## src/hw/rtl/marching_squares_contour_unit_defines.svh

```systemverilog
// assertion macros shared by the contour unit rtl
// expects clk and rst_n in the scope of every use
`ifndef MARCHING_SQUARES_CONTOUR_UNIT_DEFINES_SVH
`define MARCHING_SQUARES_CONTOUR_UNIT_DEFINES_SVH

// property checked on every rising edge outside reset
`define MSC_ASSERT(lbl, prop, msg) \
  lbl: assert property (@(posedge clk) disable iff (!rst_n) (prop)) else $error(msg);

// signal holds its value in the cycle after a condition
`define MSC_ASSERT_HOLD(lbl, cond, sig, msg) \
  lbl: assert property (@(posedge clk) disable iff (!rst_n) (cond) |=> $stable(sig)) \
    else $error(msg);

`endif

```

## src/hw/rtl/msc_pkg.sv

```systemverilog
// shared types, constants and case tables of the contour unit
// no dependencies
package msc_pkg;

  localparam int CFG_INDEX_BITS = 2;
  localparam int CFG_DATA_BITS  = 10;
  localparam int ROWS_REG_BITS  = 9;
  localparam int COL_BITS       = 10;
  localparam int OUT_ROW_BITS   = 8;

  localparam logic [CFG_INDEX_BITS-1:0] CFG_CELL_ROWS    = 2'd0;
  localparam logic [CFG_INDEX_BITS-1:0] CFG_CELL_COLUMNS = 2'd1;

  localparam logic [ROWS_REG_BITS-1:0] CELL_ROWS_RESET    = 9'd60;
  localparam logic [COL_BITS-1:0]      CELL_COLUMNS_RESET = 10'd80;

  typedef enum logic [1:0] {
    EDGE_TOP    = 2'd0,
    EDGE_BOTTOM = 2'd1,
    EDGE_LEFT   = 2'd2,
    EDGE_RIGHT  = 2'd3
  } edge_t;

  // controller to datapath
  typedef struct packed {
    logic accept;     // input transfer this cycle
    logic load;       // store read data valid, write back the new sample
    logic div_start;  // launch a crossing on the divider
    logic pt_store;   // divider result goes into the output point
    logic seg;        // segment number within the cell
    logic pt;         // 0 start point, 1 end point
  } ctrl_cmd_t;

  // datapath to controller
  typedef struct packed {
    logic [1:0] seg_count;
    logic       div_done;
  } dp_status_t;

  function automatic logic [1:0] seg_count_of(input logic [3:0] idx);
    logic [1:0] n;
    unique case (idx)
      4'd0, 4'd15: n = 2'd0;
      4'd6, 4'd9:  n = 2'd2;
      default:     n = 2'd1;
    endcase
    return n;
  endfunction

  // start/end edges of the first and second segment of a cell index
  function automatic edge_t seg_edge(input logic [3:0] idx, input logic seg, input logic pt);
    edge_t [0:3] tab;
    unique case (idx)
      4'd1:    tab = '{EDGE_TOP, EDGE_LEFT, EDGE_TOP, EDGE_TOP};
      4'd2:    tab = '{EDGE_RIGHT, EDGE_TOP, EDGE_TOP, EDGE_TOP};
      4'd3:    tab = '{EDGE_LEFT, EDGE_RIGHT, EDGE_TOP, EDGE_TOP};
      4'd4:    tab = '{EDGE_LEFT, EDGE_BOTTOM, EDGE_TOP, EDGE_TOP};
      4'd5:    tab = '{EDGE_TOP, EDGE_BOTTOM, EDGE_TOP, EDGE_TOP};
      4'd6:    tab = '{EDGE_TOP, EDGE_RIGHT, EDGE_BOTTOM, EDGE_LEFT};
      4'd7:    tab = '{EDGE_BOTTOM, EDGE_RIGHT, EDGE_TOP, EDGE_TOP};
      4'd8:    tab = '{EDGE_BOTTOM, EDGE_RIGHT, EDGE_TOP, EDGE_TOP};
      4'd9:    tab = '{EDGE_LEFT, EDGE_TOP, EDGE_RIGHT, EDGE_BOTTOM};
      4'd10:   tab = '{EDGE_TOP, EDGE_BOTTOM, EDGE_TOP, EDGE_TOP};
      4'd11:   tab = '{EDGE_LEFT, EDGE_BOTTOM, EDGE_TOP, EDGE_TOP};
      4'd12:   tab = '{EDGE_LEFT, EDGE_RIGHT, EDGE_TOP, EDGE_TOP};
      4'd13:   tab = '{EDGE_TOP, EDGE_RIGHT, EDGE_TOP, EDGE_TOP};
      4'd14:   tab = '{EDGE_TOP, EDGE_LEFT, EDGE_TOP, EDGE_TOP};
      default: tab = '{EDGE_TOP, EDGE_TOP, EDGE_TOP, EDGE_TOP};
    endcase
    return tab[{seg, pt}];
  endfunction

endpackage

```

## src/hw/rtl/msc_controller.sv

```systemverilog
// controller: sequences load, crossings and result transfers of one sample
// depends on msc_pkg and marching_squares_contour_unit_defines.svh
`include "marching_squares_contour_unit_defines.svh"

module msc_controller (
  input  logic                clk,
  input  logic                rst_n,
  input  logic                in_valid,
  output logic                in_stall,
  output logic                out_valid,
  input  logic                out_stall,
  input  msc_pkg::dp_status_t status,
  output msc_pkg::ctrl_cmd_t  cmd
);
  import msc_pkg::*;

  typedef enum logic [2:0] {
    S_IDLE,
    S_LOAD,
    S_DIV_GO,
    S_DIV_WAIT,
    S_EMIT
  } state_t;

  state_t state_r;
  logic   seg_r;
  logic   pt_r;
  logic   out_valid_r;

  always_ff @(posedge clk) begin
    if (!rst_n) begin
      state_r     <= S_IDLE;
      seg_r       <= 1'b0;
      pt_r        <= 1'b0;
      out_valid_r <= 1'b0;
    end else begin
      unique case (state_r)
        S_IDLE: begin
          if (in_valid) begin
            state_r <= S_LOAD;
          end
        end
        S_LOAD: begin
          seg_r <= 1'b0;
          pt_r  <= 1'b0;
          state_r <= (status.seg_count == 2'd0) ? S_IDLE : S_DIV_GO;
        end
        S_DIV_GO: begin
          state_r <= S_DIV_WAIT;
        end
        S_DIV_WAIT: begin
          if (status.div_done) begin
            if (pt_r) begin
              out_valid_r <= 1'b1;
              state_r     <= S_EMIT;
            end else begin
              pt_r    <= 1'b1;
              state_r <= S_DIV_GO;
            end
          end
        end
        S_EMIT: begin
          if (!out_stall) begin
            out_valid_r <= 1'b0;
            if (!seg_r && (status.seg_count == 2'd2)) begin
              seg_r   <= 1'b1;
              pt_r    <= 1'b0;
              state_r <= S_DIV_GO;
            end else begin
              state_r <= S_IDLE;
            end
          end
        end
        default: state_r <= S_IDLE;
      endcase
    end
  end

  always_comb begin
    cmd.accept    = (state_r == S_IDLE) && in_valid;
    cmd.load      = (state_r == S_LOAD);
    cmd.div_start = (state_r == S_DIV_GO);
    cmd.pt_store  = (state_r == S_DIV_WAIT) && status.div_done;
    cmd.seg       = seg_r;
    cmd.pt        = pt_r;
  end

  assign in_stall  = (state_r != S_IDLE);
  assign out_valid = out_valid_r;

  `MSC_ASSERT(a_done_when_waiting, status.div_done |-> (state_r == S_DIV_WAIT),
    "crossing finished outside wait state")
  `MSC_ASSERT(a_second_only_saddle, (out_valid_r && seg_r) |-> (status.seg_count == 2'd2),
    "second segment from a non-saddle cell")
  `MSC_ASSERT(a_empty_cell_skips, (state_r == S_LOAD && status.seg_count == 2'd0) |=>
    (state_r == S_IDLE && !out_valid_r), "empty cell produced work")

endmodule

```

## config.mk

```make
export PLATFORM = sky130hd
export DESIGN_NAME = msc_controller
export DESIGN_NICKNAME = d
export VERILOG_FILES = /design/src/hw/rtl/msc_pkg.sv /design/src/hw/rtl/msc_controller.sv
export VERILOG_INCLUDE_DIRS = /design/src /design/src/hw/rtl
export SDC_FILE = /design/constraint.sdc
export NUM_CORES = 1
export LEC_CHECK = 0
export ABC_AREA = 1
export BUFFER_PORTS_ARGS = -buffer_cell sky130_fd_sc_hd__buf_2
export CAP_MARGIN = 20
export CORE_AREA = 3 3 40 42
export DETAILED_ROUTE_END_ITERATION = 8
export DIE_AREA = 0 0 43 45
export PLACE_DENSITY = 0.55
export SETUP_SLACK_MARGIN = 0.5
export SLEW_MARGIN = 10
export SYNTH_ARGS = -nofsm -noshare
export SYNTH_HDL_FRONTEND = slang
export SYNTH_SLANG_ARGS = --single-unit
```

## constraint.sdc

```tcl
create_clock -name clk -period 2.59 [get_ports clk]
set_clock_uncertainty 0.15 [all_clocks]
set_input_delay 0.259 -clock clk [delete_from_list [all_inputs] [get_ports clk]]
set_output_delay 0.259 -clock clk [all_outputs]
set_load 0.01 [all_outputs]
```

# Yosys cells after proc, flatten, opt, wreduce, memory -nomap -nowiden
# Index checks and enable logic that the tools add are counted.
# Widths: inputs -> output; s select.
[word_totals] register_bits=6 inputBits=7 word_cells=46 output_inout_bits=8
[classes] n_reduce_logical=14 mux=18 n_eq_ne=10
[op_table] cell="$pmux 3 s5" n=1
[op_table] cell="$mux 3" n=4
[op_table] cell="$ne 2x2->1 const B" n=5
[op_table] cell="$mux 1" n=8
[op_table] cell="$reduce_and 4->1" n=2
[op_table] cell="$eq 3x2->1 const B" n=2
[op_table] cell="$reduce_and 3->1" n=2
[op_table] cell="$reduce_bool 3->1" n=2
[op_table] cell="$mux 2" n=2
[op_table] cell="$pmux 1 s2" n=2
[op_table] cell="$reduce_bool 2->1" n=2
[op_table] cell="$eq 3x1->1 const B" n=1
[op_table] cell="$eq 3x3->1 const B" n=1
[op_table] cell="$logic_and 1x1->1" n=3
[op_table] cell="$logic_not 3->1" n=1
[op_table] cell="$pmux 1 s3" n=1
[op_table] cell="$eq 2x2->1 const B" n=1
[op_table] cell="$logic_not 2->1" n=1
[op_table] cell="$logic_not 1->1" n=1

# Logic depth before layout (Yosys ltp)
# Gate-level depths: netlist of run 1.
[depth] word_depth=5 ltp_mapped=8 mapped_depth_nobuf=8

# Worst setup path before layout of run 1
# Ideal clock, no wire load.
[synth_timing] path_type="reg-to-reg" from="register state_r[1]" to="register state_r[1]" path_stages_with_launch=7 setup_time_ns=0.070 required_time_ns=2.370 t_arrival_ns=1.004 setup_slack_ns=1.366 cell_sequence="dfxtp_1 -> inv_1 -> nor3_1 -> nor2_1 -> nand2_1 -> nand2_1 -> a21oi_1"
[synth_rtl] element="start: declaration" line="msc_controller.sv:25" text="state_t state_r;"
[synth_rtl] element="start signal: assignment" line="msc_controller.sv:46" text="state_r <= (status.seg_count == 2'd0) ? S_IDLE : S_DIV_GO;"

==> results of run 1 <==
-- cell type report --
type | count | area, um2
clock buffer | 3 | 22.5
fill | 154 | 827
inverter | 10 | 37.5
multi-input combinational | 45 | 189
sequential | 6 | 120
tap | 15 | 18.8
timing repair buffer | 14 | 70.1
-- final timing paths --
kind / startpoint / to / slack (ns) / cells after the start
worst max-delay path: state_r[0]$_SDFFE_PN0P_ / cmd[2] / 1.01 / 3
worst min-delay path: rst_n / out_valid$_SDFFE_PN0P_ / 0.13 / 3
worst max register to register: state_r[0]$_SDFFE_PN0P_ / pt_r$_SDFFE_PN0P_ / 1.32 / 8
worst min register to register: out_valid$_SDFFE_PN0P_ / out_valid$_SDFFE_PN0P_ / 0.34 / 2
-- sequential cells by signal, indices dropped and copies added, names as in the netlist --
register and cells:
pt_r 1, seg_r 1, out_valid 1, state_r 3
-- cells in the mapped netlist --
cell type  number  share of area [%]
nor2_1         18                 19
nand2_1        15                 16
inv_1           9                9.3
dfxtp_1         6                 33
a21oi_1         4                5.5
nand3_1         3                4.2
buf_4           2                4.2
nor3_1          2                2.8
a21oi_2         1                2.4
inv_2           1                1.0
nand2_2         1                1.7
o21ai_0         1                1.4
-- metal layers --
layer | track usage, % | wire (um)
met5 | 0 | 0
met4 | 9.04 | 16
met3 | 1.20 | 52
met2 | 14.1 | 374
met1 | 13.3 | 426
-- metrics by stage --
step	std cells	setup slack, ns
floorplan	63	1.37
global placement	90	1.30
detailed placement	90	1.27
CTS	93	1.00
global route	93	0.935
finish	93	1.01
-- power by group --
group / internal [W] / leakage [nW] / switching [W]
Combinational: 0.0000195 / 0.197 / 0.0000289
Sequential: 0.0000963 / 0.0487 / 0.00000478
Clock: 0.0000524 / 0.0138 / 0.0000334
Total: 0.000168 / 0.260 / 0.0000671
-- worst min-delay path, delay by kind of cell --
kind | cells | cell delay [ns]
buffers and inverters | 1 | 0.10
AOI/OAI and AO/OA | 1 | 0.07
and+or+nand+nor | 1 | 0.04
-- cells by family after synthesis --
group	count (synthesis)	synth area share, %
flip-flops	6	33.2
buffers and inverters	12	14.5
AO/OA/AOI/OAI	6	9.34
AND/OR/NAND/NOR	39	42.9
==> reports/summary.txt, run 1 <==
Status = completed
Share of layout cells above drive strength 1 = 25.6%
Largest net degree at the start of global routing = 8
Clk root buf = clkbuf_4
Critical path's largest stage delay = 0.42 ns
Hold Fails Final Rpt = 0
Antenna violations before repair = 0
Post-CTS Setup Inserts = 0
CTS sink cnt = 6
Wire per inst = 9.35 um
Placeable Area = 1280 um2
I/O pin count = 15
Mapped cell area = 362 um2
Synthesized instance count = 63
CP max stage cell = dfxtp_1
LEAKAGE = 0.260 nW
# resized after CTS = 0
Antenna Nets Post-Route = 0
Max Clk Rate = 631 MHz
Die H = 45 um
Clock Pin Slew Worst Setup and Hold Paths = 0.04 ns
Crit path max-delay family = flip-flops
Vias in the first global route = 357
Most common cell after layout, fill and taps aside = nor2_1
WP buf/inv = 1
Post-synthesis sequential area ratio = 33.2%
Crit-path cells = nand3_1 -> nor2_1 -> buf_2
CP max FO = 7
Max IR drop VDD = 267 uV
Endpoints failing setup = 0
Post-route cell area = 458 um2
Post-route minimum period = 1.58 ns
Crit path capture type = output pin
All-Layer GR Usage = 10.0%
DIE AREA = 1940 um2
Final TNS setup = 0 ns
Remaining DRCs = 0
P per Cell Area = 514 nW/um2
Crit path kind = flip-flop to output pin
Post-DP HPWL = 703 um
Worst hold slack = 0.127 ns
Power Total = 0.000235 W
Cts bufs inserted = 3
Crit path arrival time = 1.18 ns
Synthesis-stage register bit count = 6
Cell variety after synth = 12
Total global routing overflow = 0
Max-slew violation count = 0
Area added between synthesis and finish = 26.6%
Maxcap violations = 0
H-tree depth = 1
Diode count = 0
GP Congestion = 0.808
RSZ-0062 raised after global routing = no
CTS tree = built
Hold crit path type = primary input to flip-flop
Yosys warns = 0
Final core occ = 35.6%
Initial Utilization = 28.1%
Die W = 43 um
Routed WL = 870 um
Data required, critical path = 2.18 ns
First DRT Iteration DRCs = 7
Via count = 405
Syn avg cell area = 5.74 um2
Relative slew margins = 83.1%
Most frequent cells in the layout = nor2_1 (18), nand2_1 (15), buf_2 (14)
Startpoint types = flip-flop
First-pass GRT wire length = 1.42 mm
PortBufs = 14
Placed cell areas = 435 um2
Via/cell ratio = 4.35
Net count, final = 87
Row cnt = 13
CTS Buffer Depth = 2
Final Cycle Share = 61.2%
DR pass1 iterations = 4
Clock insertion delay at the later pin of the skew report = 0.24 ns
Mapped Nets = 70
Worst slew pin tran = 0.252 ns
Cts hold-fix bufs = 0
No activity file was read; power rests on OpenSTA's default activity.
==> run 2: changes to the inputs <==
Settings changed: PLACE_DENSITY 0.55 to 0.57.
Clock period 2.59 ns to 1.28 ns, I/O delays scaled along.
==> reports/summary.txt, run 2 (synthesis results as in run 1) <==
Data required, critical path = 1.00 ns
Multi-input gate area = 259 um2
Via count = 429
CTS sink cnt = 6
Final Cycle Share = 102%
Vias in the first global route = 408
I/O pin count = 15
Post-route cell area = 627 um2
Max-slew violation count = 0
Area added between synthesis and finish = 73.4%
WP buf/inv = 2
Flop2flop setup slack = 0.06 ns
LEAKAGE = 0.310 nW
Wire per inst = 9.42 um
P per Cell Area = 873 nW/um2
Worst hold slack = -0.0305 ns
CP max FO = 7
Post-DP HPWL = 690 um
Setup ws final = -0.0245 ns
Routed WL = 951 um
Hold crit path type = primary input to flip-flop
GP Congestion = 0.749
Hold_sp = rst_n
Worst slew pin tran = 0.187 ns
Via/cell ratio = 4.25
Largest net degree at the start of global routing = 8
Worst setup path end = cmd[3]
Placed cells = 90
Status = finished, violations left
DR pass1 iterations = 4
RSZ-0062 raised after global routing = yes
Worst Reg-to-Reg Cells = 8
Largest register FFs = 3
First-pass GRT wire length = 1.62 mm
Antenna violations before repair = 0
Crit path kind = flip-flop to output pin
Final core occ = 48.8%
Startpoint types = flip-flop
Net count, final = 94
Endpoints failing setup = 3
H-tree depth = 1
WP depth = 3
Relative slew margins = 87.5%
Placed cell areas = 469 um2
Antenna Nets Post-Route = 0
Crit-path cells = buf_4 -> nor3_4 -> buf_2
Register area = 135 um2
Initial Utilization = 28.1%
Failing checks = negative hold slack, negative setup slack
CTS tree = built
Maxcap violations = 0
Die H = 45 um
CP max stage cell = dfxtp_4
First DRT Iteration DRCs = 1
Share of layout cells above drive strength 1 = 53.5%
Crit path capture type = output pin
Max IR drop VDD = 496 uV
Final non-filler cell total = 101
Worst setup startpoint = state_r[0]$_SDFFE_PN0P_
DIE AREA = 1940 um2
Max Clk Rate = 767 MHz
Crit path max-delay family = flip-flops
Crit path arrival time = 1.03 ns
Register name with the most flops = state_r
Clock insertion delay at the later pin of the skew report = 0.24 ns
All-Layer GR Usage = 11.6%
Row cnt = 13
R2R Path Start = state_r[0]$_SDFFE_PN0P_
Die W = 43 um
Total global routing overflow = 0
Critical path's largest stage delay = 0.38 ns
Diode count = 0
Hold Fails Final Rpt = 1
Number of fill cells = 130
Cts bufs inserted = 3
Most frequent cells in the layout = nand2_1 (13), nor2_1 (13), buf_2 (10)
Clock Pin Slew Worst Setup and Hold Paths = 0.05 ns
Reg2Reg Capture Point = pt_r$_SDFFE_PN0P_
CTS Buffer Depth = 2
PortBufs = 14
Clk root buf = clkbuf_4
Placeable Area = 1280 um2
Remaining DRCs = 0
Post-route minimum period = 1.30 ns
-- run 2: cell types whose count changed in the layout (fill, tap and decap cells not counted), sizes merged --
| cell | previous run | this run |
|---|---|---|
| buf | 14 | 21 |
| clkbuf | 3 | 4 |
-- run 2: worst min-delay path by stage --
stage / end / slack (ns) / cells past startpoint
finish: out_valid$_SDFFE_PN0P_ / -0.03 / 3
global placement: out_valid$_SDFFE_PN0P_ / 0.26 / 3
global route: out_valid$_SDFFE_PN0P_ / -0.03 / 3
floorplan: out_valid$_SDFFE_PN0P_ / 0.11 / 2
detailed placement: out_valid$_SDFFE_PN0P_ / 0.27 / 3
CTS: out_valid$_SDFFE_PN0P_ / -0.04 / 3
-- run 2: timing repair --
item,in CTS,in global routing
endpoints found under the setup margin,14,14
pin swaps,3,3
endpoints found under the hold margin,1,1
gates resized for setup,19,4
setup buffers,5,2
-- run 2: area by class of cell --
class,instances,share of cell area (%)
clock buffer,4,4.19
timing repair buffer,21,23.6
sequential,6,21.6
inverter,10,6.39
multi-input combinational,45,41.3
tap,15,2.99
-- run 2: per-layer routing --
metal  vias up  GRT usage (%)  wire (um)
li1        236              -          -
met1       180           13.3        424
met2        11           18.9        463
met3         2           2.39         52
met4         0           9.04         10
met5         -              0          0
-- run 2: metrics by stage --
step / hold slack (ns) / power (W) / worst slack, ns / setup TNS (ns)
floorplan: 0.114 / 0.000279 / 0.181 / 0
global placement: 0.263 / 0.000317 / 0.0722 / 0
detailed placement: 0.267 / 0.000317 / 0.0865 / 0
CTS: -0.0395 / 0.000541 / -0.0115 / -0.0329
global route: -0.0274 / 0.000589 / -0.111 / -0.512
finish: -0.0305 / 0.000547 / -0.0245 / -0.0654
-- run 2: power by group --
group | switching [W] | leakage (nW) | internal, W | total [W]
Clock | 0.0000739 | 0.0150 | 0.000118 | 0.000192
Sequential | 0.0000177 | 0.0524 | 0.000193 | 0.000211
Combinational | 0.0000754 | 0.242 | 0.0000682 | 0.000144
Total | 0.000167 | 0.310 | 0.000380 | 0.000547
-- run 2: worst register-to-register path: stages, from the launching register on --
cell and delay [ns]:
dfxtp_4 0.40, nand2_1 0.07, nor2_1 0.09, nand2_1 0.11, nand2_4 0.11, inv_2 0.03, nand2_1 0.05, nand2_1 0.05
a21oi_2 0.10
